**src/rtl/sampd_pkg.sv**
```systemverilog
// shared types and constants for the serial adc motor pwm drive
package sampd_pkg;

  localparam int SAMPLE_BITS  = 8;
  localparam int SETUP_PHASES = 7;
  localparam int DONE_PHASE   = SETUP_PHASES + 4 * SAMPLE_BITS;
  localparam int PHASE_W      = $clog2(DONE_PHASE + 1);
  localparam int BIT_IDX_W    = $clog2(SAMPLE_BITS);
  localparam int RANGE_W      = 8;
  localparam int LOCK_W       = 20;
  localparam int APB_DATA_W   = 32;
  localparam int APB_ADDR_W   = 3;

  localparam logic [RANGE_W-1:0] PWM_RANGE_RESET = 8'd255;
  localparam logic [LOCK_W-1:0]  LOCKOUT_RESET   = 20'd50000;

  typedef enum logic [0:0] {
    REG_PWM_RANGE = 1'b0,
    REG_LOCKOUT   = 1'b1
  } cfg_reg_t;

  typedef struct packed {
    logic dio_in;
    logic button_level;
  } in_item_t;

  typedef struct packed {
    logic                   adc_select_n;
    logic                   adc_clock;
    logic                   dio_out;
    logic                   dio_drive;
    logic                   motor_a;
    logic                   motor_b;
    logic                   dir_now;
    logic [SAMPLE_BITS-1:0] speed_now;
    logic                   sample_done;
    logic                   sample_mismatch;
  } out_item_t;

  typedef struct packed {
    logic adc_select_n;
    logic adc_clock;
    logic dio_out;
    logic dio_drive;
    logic sample_done;
    logic sample_mismatch;
  } adc_pins_t;

endpackage

```
**src/rtl/serial_adc_motor_pwm_drive.sv**
```systemverilog
// top level: request registers, configuration port and motor drive logic
// a request accepted into the input register passes to the result register once that register is free
// throughput: one request per cycle while results are taken, as the phase, button and pwm state all step in a cycle
// the result register frees for a new request in the cycle its result is taken
// reset: synchronous active low; clears state, pwm_range to 255, lockout to 50000
module serial_adc_motor_pwm_drive import sampd_pkg::*; (
  input  logic                  clk,
  input  logic                  rst_n,
  input  logic                  in_valid,
  output logic                  in_ready,
  input  in_item_t              in_data,
  output logic                  out_valid,
  input  logic                  out_ready,
  output out_item_t             out_data,
  input  logic                  psel,
  input  logic                  penable,
  input  logic                  pwrite,
  input  logic [APB_ADDR_W-1:0] paddr,
  input  logic [APB_DATA_W-1:0] pwdata,
  output logic [APB_DATA_W-1:0] prdata,
  output logic                  pready
);

  logic               in_valid_r;
  in_item_t           in_data_r;
  logic               out_valid_r;
  out_item_t          out_data_r, out_data_nxt;
  logic [RANGE_W-1:0] pwm_range_r;
  logic [LOCK_W-1:0]  lockout_r;
  logic               advance;
  logic               cfg_wr;
  cfg_reg_t           cfg_sel;
  adc_pins_t          pins;
  logic [SAMPLE_BITS-1:0] speed;
  logic               direction;
  logic               pwm;

  assign pready  = 1'b1;
  assign cfg_wr  = psel & penable & pwrite & pready;
  assign cfg_sel = cfg_reg_t'(paddr[2]);

  always_comb begin
    unique case (cfg_sel)
      REG_PWM_RANGE: prdata = APB_DATA_W'(pwm_range_r);
      REG_LOCKOUT:   prdata = APB_DATA_W'(lockout_r);
      default:       prdata = '0;
    endcase
  end

  always_ff @(posedge clk) begin
    if (!rst_n) begin
      pwm_range_r <= PWM_RANGE_RESET;
      lockout_r   <= LOCKOUT_RESET;
    end else if (cfg_wr) begin
      unique case (cfg_sel)
        REG_PWM_RANGE: pwm_range_r <= pwdata[RANGE_W-1:0];
        REG_LOCKOUT:   lockout_r   <= pwdata[LOCK_W-1:0];
        default:       ;
      endcase
    end
  end

  assign advance  = in_valid_r & (~out_valid_r | out_ready);
  assign in_ready = ~in_valid_r | advance;

  always_ff @(posedge clk) begin
    if (!rst_n) begin
      in_valid_r <= 1'b0;
    end else if (in_ready) begin
      in_valid_r <= in_valid;
    end
  end

  always_ff @(posedge clk) begin
    if (in_ready && in_valid) begin
      in_data_r <= in_data;
    end
  end

  sampd_adc_seq u_adc (
    .clk    (clk),
    .rst_n  (rst_n),
    .step   (advance),
    .dio_in (in_data_r.dio_in),
    .pins   (pins),
    .speed  (speed)
  );

  sampd_button u_button (
    .clk           (clk),
    .rst_n         (rst_n),
    .step          (advance),
    .button_level  (in_data_r.button_level),
    .lockout_ticks (lockout_r),
    .direction     (direction)
  );

  sampd_pwm u_pwm (
    .clk       (clk),
    .rst_n     (rst_n),
    .step      (advance),
    .pwm_range (pwm_range_r),
    .speed     (speed),
    .pwm       (pwm)
  );

  always_comb begin
    out_data_nxt.adc_select_n    = pins.adc_select_n;
    out_data_nxt.adc_clock       = pins.adc_clock;
    out_data_nxt.dio_out         = pins.dio_out;
    out_data_nxt.dio_drive       = pins.dio_drive;
    out_data_nxt.motor_a         = pwm & ~direction;
    out_data_nxt.motor_b         = pwm & direction;
    out_data_nxt.dir_now         = direction;
    out_data_nxt.speed_now       = speed;
    out_data_nxt.sample_done     = pins.sample_done;
    out_data_nxt.sample_mismatch = pins.sample_mismatch;
  end

  always_ff @(posedge clk) begin
    if (!rst_n) begin
      out_valid_r <= 1'b0;
    end else if (advance) begin
      out_valid_r <= 1'b1;
    end else if (out_ready) begin
      out_valid_r <= 1'b0;
    end
  end

  always_ff @(posedge clk) begin
    if (advance) begin
      out_data_r <= out_data_nxt;
    end
  end

  assign out_valid = out_valid_r;
  assign out_data  = out_data_r;

  a_mismatch_with_done: assert property (@(posedge clk) disable iff (!rst_n)
    out_valid_r && out_data_r.sample_mismatch |-> out_data_r.sample_done)
    else $error("mismatch flagged without a finished conversion");

  a_advance_fills_out: assert property (@(posedge clk) disable iff (!rst_n)
    advance |=> out_valid_r)
    else $error("processed request produced no result");

  a_accept_fills_in: assert property (@(posedge clk) disable iff (!rst_n)
    in_valid && in_ready |=> in_valid_r)
    else $error("accepted request lost from input register");

  a_one_motor_line: assert property (@(posedge clk) disable iff (!rst_n)
    out_valid_r |-> !(out_data_r.motor_a && out_data_r.motor_b))
    else $error("both motor lines driven");

  a_select_on_done: assert property (@(posedge clk) disable iff (!rst_n)
    out_valid_r && out_data_r.sample_done |-> out_data_r.adc_select_n)
    else $error("conversion finished with chip select low");

endmodule

```
**src/rtl/sampd_adc_seq.sv**
```systemverilog
// converter transaction sequencer: pin schedule, bit capture and speed choice
module sampd_adc_seq import sampd_pkg::*; (
  input  logic                   clk,
  input  logic                   rst_n,
  input  logic                   step,
  input  logic                   dio_in,
  output adc_pins_t              pins,
  output logic [SAMPLE_BITS-1:0] speed
);

  localparam logic [PHASE_W-1:0] SETUP_P     = PHASE_W'(SETUP_PHASES);
  localparam logic [PHASE_W-1:0] DONE_P      = PHASE_W'(DONE_PHASE);
  localparam logic [PHASE_W-1:0] DRIVE_END_P = PHASE_W'(6);
  localparam logic [PHASE_W-1:0] DOUT_END_P  = PHASE_W'(4);
  localparam logic [PHASE_W-1:0] MSB_END_Q   = PHASE_W'(2 * SAMPLE_BITS);
  localparam logic [PHASE_W-1:0] LSB_START_Q = PHASE_W'(2 * SAMPLE_BITS - 1);
  localparam logic [PHASE_W-1:0] BITS_P      = PHASE_W'(SAMPLE_BITS);

  logic [PHASE_W-1:0]     phase_r, phase_nxt;
  logic [SAMPLE_BITS-1:0] msb_r, msb_nxt;
  logic [SAMPLE_BITS-1:0] lsb_r, lsb_nxt;
  logic [SAMPLE_BITS-1:0] speed_r, speed_nxt;
  logic [PHASE_W-1:0]     p;
  logic [PHASE_W-1:0]     q;
  logic [PHASE_W-1:0]     li;

  always_comb begin
    p         = (phase_r > DONE_P) ? '0 : phase_r;
    q         = p - SETUP_P;
    li        = (q - LSB_START_Q) >> 1;
    msb_nxt   = msb_r;
    lsb_nxt   = lsb_r;
    speed_nxt = speed_r;
    pins      = '0;
    if (p < SETUP_P) begin
      if (p == '0) begin
        msb_nxt = '0;
        lsb_nxt = '0;
      end
      pins.adc_clock = p[0];
      pins.dio_drive = (p < DRIVE_END_P);
      pins.dio_out   = (p < DOUT_END_P);
    end else if (p < DONE_P) begin
      pins.adc_clock = ~q[0];
      if (q[0]) begin
        if (q < MSB_END_Q) begin
          msb_nxt = {msb_r[SAMPLE_BITS-2:0], dio_in};
        end
        if (q >= LSB_START_Q && li < BITS_P) begin
          lsb_nxt[li[BIT_IDX_W-1:0]] = lsb_r[li[BIT_IDX_W-1:0]] | dio_in;
        end
      end
    end else begin
      pins.adc_select_n = 1'b1;
      pins.sample_done  = 1'b1;
      if (msb_r == lsb_r) begin
        speed_nxt = msb_r;
      end else begin
        pins.sample_mismatch = 1'b1;
        speed_nxt = (msb_r > lsb_r) ? lsb_r : '0;
      end
    end
    phase_nxt = (p >= DONE_P) ? '0 : p + 1'b1;
  end

  assign speed = speed_nxt;

  always_ff @(posedge clk) begin
    if (!rst_n) begin
      phase_r <= '0;
      msb_r   <= '0;
      lsb_r   <= '0;
      speed_r <= '0;
    end else if (step) begin
      phase_r <= phase_nxt;
      msb_r   <= msb_nxt;
      lsb_r   <= lsb_nxt;
      speed_r <= speed_nxt;
    end
  end

endmodule

```
**src/rtl/sampd_button.sv**
```systemverilog
// direction toggle with press latch and lockout counter
module sampd_button import sampd_pkg::*; (
  input  logic              clk,
  input  logic              rst_n,
  input  logic              step,
  input  logic              button_level,
  input  logic [LOCK_W-1:0] lockout_ticks,
  output logic              direction
);

  logic              dir_r, dir_nxt;
  logic              latched_r, latched_nxt;
  logic [LOCK_W-1:0] lock_r, lock_nxt;

  always_comb begin
    dir_nxt     = dir_r;
    latched_nxt = latched_r;
    lock_nxt    = lock_r;
    if (lock_r != '0) begin
      lock_nxt = lock_r - 1'b1;
    end else if (!latched_r) begin
      if (!button_level) begin
        dir_nxt     = ~dir_r;
        latched_nxt = 1'b1;
        lock_nxt    = lockout_ticks;
      end
    end else if (button_level) begin
      latched_nxt = 1'b0;
    end
  end

  assign direction = dir_nxt;

  always_ff @(posedge clk) begin
    if (!rst_n) begin
      dir_r     <= 1'b0;
      latched_r <= 1'b0;
      lock_r    <= '0;
    end else if (step) begin
      dir_r     <= dir_nxt;
      latched_r <= latched_nxt;
      lock_r    <= lock_nxt;
    end
  end

endmodule

```
**src/rtl/sampd_pwm.sv**
```systemverilog
// free-running pwm counter and duty compare
module sampd_pwm import sampd_pkg::*; (
  input  logic                   clk,
  input  logic                   rst_n,
  input  logic                   step,
  input  logic [RANGE_W-1:0]     pwm_range,
  input  logic [SAMPLE_BITS-1:0] speed,
  output logic                   pwm
);

  logic [RANGE_W-1:0] cnt_r, cnt_nxt;
  logic [RANGE_W-1:0] range;
  logic [RANGE_W-1:0] cnt;
  logic [RANGE_W:0]   cnt_inc;

  always_comb begin
    range   = (pwm_range == '0) ? RANGE_W'(1) : pwm_range;
    cnt     = (cnt_r >= range) ? '0 : cnt_r;
    pwm     = ({1'b0, cnt} < {1'b0, speed});
    cnt_inc = {1'b0, cnt} + 1'b1;
    cnt_nxt = (cnt_inc >= {1'b0, range}) ? '0 : cnt_inc[RANGE_W-1:0];
  end

  always_ff @(posedge clk) begin
    if (!rst_n) begin
      cnt_r <= '0;
    end else if (step) begin
      cnt_r <= cnt_nxt;
    end
  end

endmodule
```
**config.mk**
```make
export PLATFORM = sky130hd
export DESIGN_NAME = serial_adc_motor_pwm_drive
export DESIGN_NICKNAME = d
export VERILOG_FILES = /design/src/rtl/sampd_pkg.sv /design/src/rtl/serial_adc_motor_pwm_drive.sv /design/src/rtl/sampd_adc_seq.sv /design/src/rtl/sampd_button.sv /design/src/rtl/sampd_pwm.sv
export SDC_FILE = /design/constraint.sdc
export NUM_CORES = 1
export LEC_CHECK = 0
export ABC_CLOCK_PERIOD_IN_PS = 4560
export BUFFER_PORTS_ARGS = -buffer_cell sky130_fd_sc_hd__buf_2
export CORE_UTILIZATION = 40
export DETAILED_ROUTE_END_ITERATION = 8
export SETUP_SLACK_MARGIN = 0.4
export SYNTH_ARGS = -nofsm -noshare
export SYNTH_HDL_FRONTEND = slang
export SYNTH_SLANG_ARGS = --single-unit
```
**constraint.sdc**
```tcl
create_clock -name clk -period 4.56 [get_ports clk]
set_clock_uncertainty 0.1 [all_clocks]
set_input_delay 0.684 -clock clk [delete_from_list [all_inputs] [get_ports clk]]
set_output_delay 0.684 -clock clk [all_outputs]
set_load 0.01 [all_outputs]
```
Word level (Yosys, flattened, before mapping)
Cells that the tools add are included.
Widths: inputs -> output; s select.
Word-level totals
  logic and storage cells: 119
  output and inout bits: 52
  input bits: 44
  flip-flop bits (word level): 109
Operators by class
  $add $sub $neg: 5
  $lt $le $gt $ge: 15
  equal/unequal tests: 4
  reduce and logical (&&, ||, !) cells: 18
  multiplexer cells: 38
  bitwise operators: 15
Operator list (count)
  $mux 8: 16
  $pmux 32 s2: 1
  $mux 20: 3
  $reduce_bool 20->1: 1
  $sub 20x1->20 const B: 1
  $lt 6x3->1 const B: 3
  $mux 1: 12
  $mux 6: 2
  $reduce_and 5->1: 2
  $reduce_bool 2->1: 5
  $add 8x1->9 const B: 1
  $ge 9x8->1: 1
  $bwmux 8: 1
  $eq 8x8->1: 1
  $ge 8x8->1: 1
  $gt 8x8->1: 1
  $logic_not 8->1: 1
  $lt 8x8->1: 1
  $not 1->1: 7
  $add 6x1->6 const B: 1
  $ge 6x4->1 const B: 1
  $ge 6x6->1 const B: 1
  $gt 6x6->1 const B: 1
  $logic_not 6->1: 1
  other kinds (18): 29

Logic depth before layout (Yosys ltp)
Gate-level depths: netlist of the first run.
  depth in word-level cells: 13
  depth in mapped cells: 20
  depth with buffers taken out: 20

Cells and area by module
Synthesis of the first run repeated with hierarchy kept, for this count alone.
Unflattened totals
  cell total of the unflattened synthesis: 768
  area total of the unflattened synthesis: 6807.8 µm²
Modules (own cells, without submodules)
  serial_adc_motor_pwm_drive: sequential area each 1171.1 µm², cells each 190, times used 1, area each 2173.3 µm²
  sampd_adc_seq: sequential area each 600.6 µm², cells each 268, times used 1, area each 2109.5 µm²
  sampd_button: sequential area each 440.4 µm², cells each 172, times used 1, area each 1427.6 µm²
  sampd_pwm: sequential area each 160.2 µm², cells each 138, times used 1, area each 1097.3 µm²

Worst setup path before layout of the first run
OpenSTA, ideal clock, no wires.
  path type: register -> register
  start point: reg pwm_range_r[7]
  end point: reg u_pwm.cnt_r[2]
  data required time: 4.390 ns
  slack: 0.312 ns
  library setup time: 0.070 ns
  arrival time: 4.078 ns
  stages on the path, launching flop included: 21
  buffers on the path: 1
  period minus slack after synthesis: 4.248 ns
  cell sequence: dfxtp_1 > inv_1 > nand4_1 > o41ai_1 > ha_1 > nand2b_1 > a21oi_1 > o31a_1 > clkbuf_1 > and2_1 > ha_1 > nand3_1 > xnor2_1 > and2_1 > ha_1 > a21o_1 > a211oi_1 > o21ai_0 > a211oi_1 > o21ai_0 > a21oi_1
Between the ends
  cells in the longest elaborated chain, start to end: 7
RTL lines
  start: declaration: line serial_adc_motor_pwm_drive.sv:28  | logic [RANGE_W-1:0] pwm_range_r;
  start signal: assignment: line serial_adc_motor_pwm_drive.sv:56  | REG_PWM_RANGE: pwm_range_r <= pwdata[RANGE_W-1:0];
  $logic_not 8->1: line sampd_pwm.sv:17  | range = (pwm_range == '0) ? RANGE_W'(1) : pwm_range;
  $mux 8 *: line sampd_pwm.sv:17
  $ge 8x8->1: line sampd_pwm.sv:18  | cnt = (cnt_r >= range) ? '0 : cnt_r;
  $mux 8: line sampd_pwm.sv:18
  $add 8x1->9: line sampd_pwm.sv:20  | cnt_inc = {1'b0, cnt} + 1'b1;
  $ge 9x8->1: line sampd_pwm.sv:21  | cnt_nxt = (cnt_inc >= {1'b0, range}) ? '0 : cnt_inc[RANGE_W-1:0];
  $mux 8 *: line sampd_pwm.sv:21
  end signal: assignment: line sampd_pwm.sv:28  | cnt_r <= cnt_nxt;
  end: declaration: line sampd_pwm.sv:11  | logic [RANGE_W-1:0] cnt_r, cnt_nxt;
Mark *: on every way between the ends. The rest lies on a longest branch, timed or not.
A chain may end at the register's enable or synchronous reset.

Worst setup path in the final report of the first run
  start point: reg pwm_range_r[6]
  end point: reg u_pwm.cnt_r[1]
Same word-level chain as after synthesis.

==> summary.md, run 1 <==
| Metric | Value |
|---|---|
| Dpl ws | `0.1605 ns` |
| IO buf count | `68` |
| Max stage delay cell, worst path | `dfxtp_2` |
| Netlist Area Pre-Place | `about 6300 um2` |
| Post-synthesis sequential area ratio | `0.3725` |
| Outcome | `finished, final reports clean` |
| Total GRT Usage | `0.2027` |
| Period minus WS final | `3.892 ns` |
| Sink Count | `108` |
| Antenna Diode Count | `0` |
| I/O pin count | `96` |
| Post-synth cell types | `63` |
| Die width | `127.4 um` |
| Internal Pwr Total | `0.002017 W` |
| Clock power frac | `0.240` |
| Max Slew Vio Count | `0` |
| NetSw | `0.001386 W` |
| CTS tree | `built` |
| Reg2reg start | `pwm_range_r[6]` |
| Vias | `5690` |
| Placer congestion estimate | `a little over 0.8` |
| Setup TNS | `0 ns` |
| Highest Clock Rate | `~260 MHz` |
| Area growth from synthesis to layout | `14.70%` |
| CP Cell Sequence | `inv_2, nand4_1, o41ai_4, ha_1, nand2b_1, a21oi_2, o31a_1, and2_4, ha_4, nand3_2, xnor2_1, and2_4, ha_1, a21o_1, a211oi_2, o21ai_1, a211oi_2, buf_4, a32oi_1, nor2_1` |
| Max-Cap Viols | `0` |
| Site row count | `between 40 and 50` |
| Hold Crit Class | `flop to flop` |
| Flop pwr share | `0.341` |
| Drt total wl | `16060 um` |
| Net Sw Frac | `0.4072` |
| GR Overflow Total | `0` |
| Logic pwr share | `0.419` |
| Ys async rst share | `0` |
| Die height | `127.4 um` |
| Slew Limit Headroom | `0.3480` |
| Hold_sp | `lockout_r[18]` |
| Design Area, Final | `about 7200 um2` |
| YS warnings | `0` |
| Area post-placement | `between 6000 and 7000 um2` |
| Register bit total from synthesis | `~110` |
| First-pass GRT wire length | `26080 um` |
| Final setup margin | `approximately 0.67 ns` |
| Max VDD drop | `0.2561 mV` |
| Unrepaired setup endpoints after global routing | `no` |
| Syn avg cell area | `7.970 um2` |
| Setup crit start kind | `flop` |
| Detail Placement HPWL | `11440 um` |
| Number of routed nets with antenna violations | `0` |
| Antenna violations before repair | `0` |
| DR WL/cell | `15.05 um` |
| DRT iter0 DRCs | `427` |
| Initial core utilization | `0.4121` |
| Largest net degree at the start of global routing | `37` |
| Clock tree root driver cell | `clkbuf_16` |
| Critical path origin | `pwm_range_r[6]` |
| Cells after synthesis | `approximately 790` |
| Maximum fanout along the worst path | `8` |
| H-tree levels | `3` |
| CTS clk-pin slew, worst paths | `0.08 ns` |
| CP arrival | `roughly 4.1 ns` |
| CP peak stage delay | `roughly 0.33 ns` |
| Vias in the first global route | `4991` |
| DRT Pass-1 Iters | `5` |
| Final hold violation count | `0` |
| Worst slew pin tran | `0.9745 ns` |
| Ys flop type | `dfxtp_1` |
| Post-synth EDFFs | `18` |
| Setup-failing EPs final | `0` |
| CTS Buf Count | `9` |
| Worst-Skew Late Latency | `0.36 ns` |
| Crit path required time | `4.75 ns` |
| Core Area | `15260 um2` |
| Fin nets | `932` |
| Die area | `around 16000 um2` |
| Critical path class | `flop to flop` |
| Worst-case clock buffer depth | `2` |
| Layout cells sized above 1 | `0.1589` |
| DRC Markers | `0` |
| Leak | `2.903 nW` |
| Via density | `5.333` |
| Final Cycle Share | `0.8534` |
| Cell Pwr Density | `471.7 nW/um2` |
| Setup crit end kind | `flop` |
==> Yosys cell counts, drive strengths merged, types with 12 or more instances <==
library cell,instances,share of area
nor2,69,0.042
ha,37,0.074
edfxtp,18,0.086
a21oi,79,0.063
nand2,97,0.058
buf,22,0.026
dfxtp,90,0.29
o21ai,48,0.040
and2,29,0.029
nand3,32,0.025
nor3,23,0.018
clkbuf,30,0.018
inv,42,0.025
nand2b,15,0.015
o21a,12,0.016
a211oi,19,0.023
==> cells in the final DEF, fill, tap and decap left out, types with 4 or more instances in the layout <==
cell type,n
nand2_1,96
dfxtp_1,88
a21oi_1,78
nor2_1,68
buf_2,68
o21ai_0,43
inv_1,37
ha_1,36
nand3_1,31
and2_1,26
buf_4,24
nor3_1,23
edfxtp_1,18
a211oi_1,17
nand2b_1,15
conb_1,13
o21a_1,11
nand4_1,10
o211ai_1,10
a22oi_1,10
clkbuf_16,10
nor2b_1,9
or3_1,6
xnor2_1,6
nor4_1,6
a311oi_1,6
o22ai_1,5
inv_2,5
a21o_1,5
a32oi_1,5
nand3b_1,4
==> worst paths after layout <==
| path | end | slack, ns | depth (start not counted) |
|---|---|---|---|
| worst max-delay path | u_pwm.cnt_r[1] | 0.67 | 20 |
| worst min-delay path | lockout_r[18] | 0.36 | 2 |
| worst max register to register | u_pwm.cnt_r[1] | 0.67 | 20 |
| worst min register to register | lockout_r[18] | 0.36 | 2 |
==> metal layers <==
metal | vias to the layer above | track usage | part of all wire
met3 | 9 | 0.03434 | 0.041
met2 | 116 | 0.2928 | 0.42
met1 | 2654 | 0.3079 | 0.53
li1 | 2911 | - | -
met5 | - | 0 | 0
met4 | 0 | 0.05322 | 0.0083
==> layout make-up <==
class / count / area [um2]
Timing Repair Buffer: 92 / 520.5
Fill cell: 1552 / 8045
Clock buffer: 10 / 250.2
Sequential cell: 108 / 2345
Clock inverter: 6 / 61.31
Tap cell: 211 / 264.0
Inverter: 42 / 157.7
Multi-Input combinational cell: 598 / 3615
==> power by group through the flow <==
stage / sequential [W] / clock [W] / combinational (W)
final: 0.00116 / 0.000815 / 0.00143
after floorplan: 0.00116 / 0 / 0.00117
after CTS: 0.00116 / 0.000829 / 0.00142
after detailed placement: 0.00118 / 0 / 0.00141
after global routing: 0.00118 / 0.000869 / 0.00161
after global placement: 0.00118 / 0 / 0.00140
==> worst max-delay path, delay by kind of cell, from the launching register on <==
kind	cells	cell delay (ns)
flops	1	0.33
compound gates	8	1.41
xor+xnor	1	0.14
fa+ha+maj	3	0.71
simple gates	6	0.86
buf+inv	2	0.27
==> registers in the layout, summed over array words and instances, names as in the netlist <==
register and flops:
u_adc.lsb_r 8, u_adc.speed_r 8, u_button.lock_r 20, in_valid_r 1
out_data 16, out_valid 1, u_adc.msb_r 8, u_button.latched_r 1
u_button.dir_r 1, u_pwm.cnt_r 8, lockout_r 20, pwm_range_r 8
in_data_r 2, u_adc.phase_r 6
==> timing repair <==
item / in CTS / in global routing
setup endpoints to repair: 8 / 19
setup buffers: 3 / 7
gates resized for setup: 6 / 13
pin swaps: 4 / 10
hold buffers: 0 / 0
endpoints found under the hold margin: 0 / 0
==> kinds of logic (layout without fill, tap and decap cells) <==
| family | Yosys count | after routing | share of synthesized area |
|---|---|---|---|
| xor+xnor | 8 | 8 | 0.01114 |
| compound gates | 222 | 222 | 0.2256 |
| simple gates | 315 | 315 | 0.2421 |
| other cells | 2 | 13 | 0.001194 |
| mux | 3 | 3 | 0.004775 |
| flops | 108 | 108 | 0.3725 |
| buf+inv | 94 | 150 | 0.06904 |
| fa+ha+maj | 37 | 37 | 0.07362 |
==> metrics by stage <==
step                utilization  instances  hold slack (ns)  power, W
floorplan                     -        800           0.3363  0.002324
global placement         0.4435       1041           0.3435  0.002574
detailed placement       0.4435       1041           0.3490  0.002590
CTS                      0.4668       1060           0.3605  0.003403
global route             0.4727       1067           0.3850  0.003656
finish                   0.4727       1067           0.3582  0.003403
Power figures use the tool's default switching activity.
==> run 2: changes to the inputs <==
Settings changed: ABC_CLOCK_PERIOD_IN_PS 4560 to 3510, BUFFER_PORTS_ARGS -buffer_cell sky130_fd_sc_hd__buf_2 to -buffer_cell sky130_fd_sc_hd__clkbuf_2, SKIP_CTS_REPAIR_TIMING set to 1.
Clock period 4.56 ns to 3.51 ns, I/O delays scaled along.
==> run 2 against run 1 <==
Against the previous run:
- the flow now finishes with violations (negative setup slack)
- count of clock-buffer cells in the layout stayed put
- sequential share of layout area is 2.4 points lower
- die area stayed put
- sequential cell count stayed put
- critical path type unchanged
- largest cell class unchanged
- highest routed layer unchanged
==> summary.md, run 2 (same netlist as run 1, synthesis figures left out) <==
| Metric | Value |
|---|---|
| Final Core Density | `0.5102 (was 0.4727)` |
| Non-filler cells, final | `1110 (was 1067)` |
| IO buf count | `68 (unchanged)` |
| Vias in the first global route | `5034 (was 4991)` |
| Cell Pwr Density | `571.9 nW/um2 (was 471.7 nW/um2)` |
| Leak | `3.146 nW (was 2.903 nW)` |
| Maximum fanout along the worst path | `8 (unchanged)` |
| Register-to-Register Path Depth | `20 (unchanged)` |
| Number of routed nets with antenna violations | `0 (unchanged)` |
| Worst slew pin tran | `0.9346 ns (was 0.9745 ns)` |
| Clock tree root driver cell | `clkbuf_16 (unchanged)` |
| Antenna violations before repair | `0 (unchanged)` |
| Sink Count | `108 (unchanged)` |
| Worst hold path endpoint | `in_data_r[1] (was lockout_r[18])` |
| Area growth from synthesis to layout | `23.80% (was 14.70%)` |
| Fin nets | `975 (was 932)` |
| Most frequent cells in the layout | `nand2_1, dfxtp_1, a21oi_1 (unchanged)` |
| Core Area | `15260 um2 (unchanged)` |
| Setup-failing EPs final | `8 (was 0)` |
| CTS clk-pin slew, worst paths | `0.08 ns (about the same)` |
| Site row count | `45 (unchanged)` |
| First-pass GRT wire length | `26390 um (was 26080 um)` |
| Area post-placement | `7134 um2 (was 6768 um2)` |
| Die area | `16230 um2 (unchanged)` |
| Drt total wl | `16970 um (was 16060 um)` |
| Unrepaired setup endpoints after global routing | `yes (was no)` |
| Crit path required time | `3.71 ns (was 4.75 ns)` |
| FF-to-FF End | `u_pwm.cnt_r[1] (unchanged)` |
| Worst-Skew Late Latency | `0.36 ns (about the same)` |
| Highest Clock Rate | `273.3 MHz (was 257.0 MHz)` |
| Via density | `5.307 (was 5.333)` |
| Failing checks | `negative setup slack` |
| Setup TNS | `-1.034 ns (was 0 ns)` |
| Setup crit start kind | `flop (unchanged)` |
| Final hold violation count | `0 (unchanged)` |
| Period minus WS final | `3.658 ns (was 3.892 ns)` |
| GR Overflow Total | `0 (unchanged)` |
| Total GRT Usage | `0.2064 (was 0.2027)` |
| DP Cell Count | `1085 (was 1041)` |
| Max-Cap Viols | `0 (unchanged)` |
| Commonest non-fill, non-tap cell in the layout | `nand2_1 (unchanged)` |
| H-tree levels | `3 (unchanged)` |
| Worst-case clock buffer depth | `2 (unchanged)` |
| Total Power | `0.004452 W (was 0.003403 W)` |
| Met2 Use GR | `0.2896 (was 0.2928)` |
| DRC Markers | `0 (unchanged)` |
| Die width | `127.4 um (unchanged)` |
| Antenna Diode Count | `0 (unchanged)` |
| Design Area, Final | `7785 um2 (was 7213 um2)` |
| Reg2reg start | `pwm_range_r[4] (was pwm_range_r[6])` |
| Met3 Track Usage GR | `0.02806 (was 0.03434)` |
| Initial core utilization | `0.4121 (unchanged)` |
| Final Cycle Share | `1.042 (was 0.8534)` |
| Setup crit end kind | `flop (unchanged)` |
| Placer congestion estimate | `0.8067 (was 0.8226)` |
| DRT iter0 DRCs | `367 (was 427)` |
| CTS tree | `built (unchanged)` |
| Hold_sp | `in_data[1] (was lockout_r[18])` |
| Critical path class | `flop to flop (unchanged)` |
| Slew Limit Headroom | `0.3747 (was 0.3480)` |
| Detail Placement HPWL | `11990 um (was 11440 um)` |
| Die height | `127.4 um (unchanged)` |
| I/O pin count | `96 (unchanged)` |
| Max Slew Vio Count | `0 (unchanged)` |
| Vias | `5891 (was 5690)` |
| Largest net degree at the start of global routing | `33 (was 37)` |
| Max VDD drop | `0.4264 mV (was 0.2561 mV)` |
| CTS Buf Count | `9 (unchanged)` |
| Layout cells sized above 1 | `0.2392 (was 0.1589)` |
| DR WL/cell | `15.28 um (was 15.05 um)` |
| Hold path depth | `1 (was 2)` |
| Reg-to-reg slack, setup | `-0.15 ns (was 0.67 ns)` |
| Final setup margin | `-0.1485 ns (was 0.6684 ns)` |
| GRT busiest layer | `met1 (unchanged)` |
| DRT Pass-1 Iters | `5 (unchanged)` |
| Hold Crit Class | `input port to flop (was flop to flop)` |
| Routing usage on met1 | `0.3217 (was 0.3079)` |
| CP arrival | `3.85 ns (was 4.08 ns)` |
| Outcome | `finished, violations left (was finished, final reports clean)` |
run 2: cell types whose count changed in the layout (fill, tap and decap cells not counted), moves of 3 or more:
| cell | previous run | this run |
|---|---|---|
| nor2_2 | 1 | 4 |
| a22oi_1 | 10 | 6 |
| nor2_1 | 68 | 64 |
| clkbuf_2 | 0 | 68 |
| buf_2 | 68 | 0 |
| a22oi_2 | 0 | 4 |
| buf_4 | 24 | 66 |
| ha_4 | 1 | 5 |
| a21oi_1 | 78 | 74 |
| o21ai_0 | 43 | 40 |
| ha_1 | 36 | 31 |
run 2: routing by layer:
metal  vias to the layer above  routed length (um)
li1                       3006                   -
met1                      2729                8810
met2                       140                7254
met3                        16                 683
met4                         0                 218
met5                         -                   0
run 2: stage by stage:
step / hold slack, ns / setup slack [ns]
global placement: 0.3436 / -0.2610
detailed placement: 0.3547 / -0.3234
CTS: 0.2322 / -0.3701
global route: 0.2306 / -0.3901
finish: 0.2381 / -0.1485
floorplan: 0.3363 / -0.2327
run 2: power by group:
part           internal (W)  switching, W  leakage (nW)
registers           0.00139      0.000122         0.899
clock network      0.000500      0.000523         0.138
logic              0.000736       0.00119          2.11
total               0.00262       0.00183          3.15
run 2: cell type report:
class | count | area, um2
multi-input cells | 598 | 3887
fillers | 1450 | 7473
inverters | 42 | 157.7
repair buffers | 135 | 847.1
clock buffers | 10 | 229.0
flip-flops and latches | 108 | 2344
clock inverters | 6 | 56.30
well taps | 211 | 264.0
run 2: worst max path at each step:
stage / from / to / cells past startpoint
floorplan: pwm_range_r[4] / u_pwm.cnt_r[0] / 20
global placement: pwm_range_r[4] / u_pwm.cnt_r[3] / 21
detailed placement: pwm_range_r[6] / u_pwm.cnt_r[5] / 21
CTS: pwm_range_r[6] / u_pwm.cnt_r[3] / 21
global route: pwm_range_r[4] / u_pwm.cnt_r[1] / 21
finish: pwm_range_r[4] / u_pwm.cnt_r[1] / 20
run 2: worst max-delay path, stage by stage (launching register included):
cell and delay, ns:
dfxtp_2 0.33, inv_2 0.04, nand4_1 0.14, o41ai_4 0.29, ha_1 0.30, nand2b_4 0.14
a21oi_2 0.12, o31a_1 0.23, and2_4 0.18, ha_4 0.13, nand3_2 0.07, xnor2_1 0.15
and2_4 0.17, ha_4 0.19, a21o_1 0.16, a211oi_2 0.16, o21ai_1 0.10, a211oi_2 0.21
buf_4 0.19, a32oi_1 0.10, nor2_1 0.11
